File: src/rtl/core/cfto_ram.sv
`timescale 1ns / 1ps

module cfto_ram #(
  parameter int WIDTH = 32,
  parameter int DEPTH = 64,
  localparam int AW   = (DEPTH > 1) ? $clog2(DEPTH) : 1
) (
  input  logic             clk,
  input  logic             we,
  input  logic [AW-1:0]    waddr,
  input  logic [WIDTH-1:0] wdata,
  input  logic [AW-1:0]    raddr,
  output logic [WIDTH-1:0] rdata
);

  logic [WIDTH-1:0] mem [DEPTH];

  always_ff @(posedge clk) begin
    if (we) begin
      mem[waddr] <= wdata;
    end
    rdata <= mem[raddr];
  end

endmodule

File: config.mk
export PLATFORM = sky130hd
export DESIGN_NAME = cfto_ram
export DESIGN_NICKNAME = d
export VERILOG_FILES = /design/src/rtl/core/cfto_ram.sv
export SDC_FILE = /design/constraint.sdc
export NUM_CORES = 2
export LEC_CHECK = 0
export BUFFER_PORTS_ARGS = -buffer_cell sky130_fd_sc_hd__buf_2
export CAP_MARGIN = 20
export CELL_PAD_IN_SITES_DETAIL_PLACEMENT = 2
export CELL_PAD_IN_SITES_GLOBAL_PLACEMENT = 2
export CORE_MARGIN = 2
export CORE_UTILIZATION = 40
export CTS_CLUSTER_SIZE = 24
export DETAILED_ROUTE_END_ITERATION = 7
export HOLD_SLACK_MARGIN = 0.1
export PLACE_DENSITY_LB_ADDON = 0.1
export SLEW_MARGIN = 0
export SYNTH_ARGS = -nofsm -noshare
export SYNTH_HDL_FRONTEND = slang
export SYNTH_SLANG_ARGS = --single-unit
File: constraint.sdc
create_clock -name clk -period 4.3 [get_ports clk]
set_input_delay 0 -clock clk [delete_from_list [all_inputs] [get_ports clk]]
set_output_delay 0 -clock clk [all_outputs]
set_load 0.01 [all_outputs]
==> qor.csv <==
stage,metric,value,unit
outcome,status,finished clean,
timing,Slew @ Worst Pin,1.129,ns
timing,RSZ-0062 raised after global routing,no,
clock_tree,CTS Buffer Depth,3,
setup_path,arrival time at the worst endpoint,3.64,ns
drt,antenna-violating nets left,0,
synthesis,Synth Instances,3324,
pwr,sw frac,0.2212,
placed_design,IO Port Bufs,77,
clock_tree,CTS tree,yes,
timing,Tcrit/Tclk final,0.6656,
pwr,Pwr Total,0.04313,W
layout,post-route cell area,0.09073,mm^2
clock_tree,clock transition at the registers of the reported paths,0.06,ns
placed_design,Area after DPL,0.08350,mm^2
timing,pins over their slew limit,0,
setup_path,critical path class,in2reg,
clock_tree,root buf cell,clkbuf_16,
layout,Total Nets Final,3719,
drt,drt first pass iters,5,
flow_run,max_cap viols,0,
synthesis,Async SR Flop Fraction,0,
setup_path,CP Capture Type,flop,
clock_tree,post-cts resize count,0,
pwr,leakage power,28.24,nW
pwr,PwrDens,475.4,mW/mm^2
timing,final hold vios,0,
global_routing,first-pass GRT wire length,335000,um
layout,layout cells sized above 1,0.3096,
synthesis,"count leader, synth",edfxtp_1,
min_path,worst hold path type,in2reg,
die,Die ar.,0.1998,mm^2
pwr,power share of the clock group,0.422,
layout,"Area growth, synth to finish",15.56,%
pwr,Logic pwr share,0.055,
synthesis,post-synth top area share,0.7833,
drt,Total Wirelength,243700,um
pwr,Seq pwr share,0.523,
timing,slew margin rel.,0.2473,
timing,clock skew,0.03090,ns
setup_path,crit-path max FO,39,
pwr,net load switching power,0.009539,W
pwr,peak supply drop,0.4421,mV
synthesis,"EDFF count, synth",2048,
placed_design,HPWL reported at the end of detailed placement,141200,um
die,Cell Rows,162,
layout,Non-Filler Instances,6487,
clock_tree,number of post-CTS setup repair buffers,0,
layout,fillers,17087,
die,Starting Density,0.4027,
global_routing,gr ovfl total,0,
drt,Post-route DRC,0,
synthesis,"top cells by count, synth","edfxtp_1 (2048), mux4_2 (544), nor2_1 (137)",
drt,drt via density,5.842,
layout,footprint of the multi-input gates,0.01597,mm^2
synthesis,synthesized flop and latch total,2080,
placed_design,gpl congestion,0.7728,
synthesis,ys flop type,edfxtp_1,
synthesis,cell accounting for the most synthesized area,edfxtp_1,
synthesis,synthesized cell area,0.07852,mm^2
global_routing,largest net degree at the start of global routing,81,
clock_tree,CTS buffer count,217,
pwr,P_int,0.03359,W
clock_tree,later-pin clock latency in the skew report,0.87,ns
timing,fmax,0.3494,GHz
clock_tree,clk sinks,2080,
synthesis,Area contributors post-synth,"edfxtp_1 (78%), mux4_2 (16%), mux2i_1 (1.2%), dfxtp_1 (0.82%), o22ai_1 (0.67%)",
synthesis,register area share after synthesis,0.7914,
die,io pins,78,
drt,wire length per cell,37.56,um
die,core area,0.1950,mm^2
placed_design,Placed Instances,6037,
drt,number of DRC markers in iteration 0,4158,
drt,vias,37899,
synthesis,syn nets,3370,
global_routing,vias in the first global route,40767,
clock_tree,hold_buf cts,41,
layout,Sequential Area,0.06214,mm^2
synthesis,"Avg Cell Area, Syn",23.62,um^2
timing,Setup TNS,0,ns
die,Die Y,447.0,um
clock_tree,H-tree levels,4,
global_routing,antenna violations before repair,22,
global_routing,All-Layer GR Usage,0.2459,
synthesis,Yosys warnings,0,
synthesis,Yosys cell types,34,
timing,min Tclk post-route,2.862,ns
timing,final setup violation count,0,
setup_path,crit start category,primary input,
setup_path,CP Data Required Time,5.08,ns
die,die width,447.0,um
## registers in the layout (all words and copies together) (netlist names)
name,cells
mem,2048
rdata,32
## cell families (layout without fill, tap and decap cells)
kind of cell,count (synthesis),after routing,share of synthesized area
buffers and inverters,182,708,0.01128
DFF,2080,2080,0.7914
and+or+nand+nor,223,223,0.01265
muxes,637,637,0.1679
other,0,13,0
AOI/OAI and AO/OA,202,202,0.01673
## placed cells by master (no fill, tap or decap), types with 32 or more instances in the layout
cell,count
edfxtp_1,2048
mux4_2,544
clkbuf_16,222
buf_4,181
mux2i_1,93
o22ai_1,84
nor2_1,75
buf_2,69
a21oi_1,62
nor2_4,62
clkbuf_1,55
clkinv_2,44
dlygate4sd3_1,41
clkinv_1,34
dfxtp_1,32
## area by class of cell
cell class                 count  share of cell area
antenna                       13           0.0003586
timing repair buffer         312             0.02776
clock buffer                 288             0.06517
clock inverter               108            0.009612
tap                         2624             0.03619
sequential                  2080              0.6849
multi-input combinational   1062              0.1760
## power groups by stage
stage / clock network [W] / logic (W) / registers (W)
detailed placement: 0 / 0.00236 / 0.0230
CTS: 0.0185 / 0.00240 / 0.0226
global route: 0.0192 / 0.00250 / 0.0226
floorplan: 0 / 0.00109 / 0.0229
finish: 0.0182 / 0.00237 / 0.0226
global placement: 0 / 0.00230 / 0.0230
## worst max-delay path, stage by stage
cell,delay (ns)
dlygate4sd3_1,0.55
buf_6,0.45
or2_1,0.82
buf_4,0.37
o22ai_1,0.14
nor2_1,0.72
a21oi_1,0.19
buf_4,0.21
nor2_1,0.09
## through the flow
stage / util / hold WS [ns] / setup slack (ns)
2_1_floorplan: - / 0.09887 / 1.140
3_3_place_gp: 0.4281 / 0.3757 / 0.7560
3_5_place_dp: 0.4282 / 0.3975 / 0.7761
4_1_cts: 0.4651 / 0.1157 / 1.566
5_1_grt: 0.4652 / 0.1417 / 1.466
6_report: 0.4653 / 0.1384 / 1.438
## layer usage
layer	GRT usage	vias to the layer above	part of all wire
met5	0	-	0.00014
met4	0.06537	6	0.024
met3	0.05409	305	0.066
met2	0.3965	1290	0.48
met1	0.3397	21314	0.42
li1	-	14984	-
## final timing paths
check	startpoint	to	slack (ns)	cells past startpoint
worst max-delay path	raddr[3]	rdata[2]	1.44	9
worst min-delay path	raddr[5]	rdata[18]	0.14	4
worst max register to register	mem[31][27]	rdata[27]	1.81	4
worst min register to register	mem[13][4]	rdata[4]	0.85	4
Power figures use the tool's default switching activity.
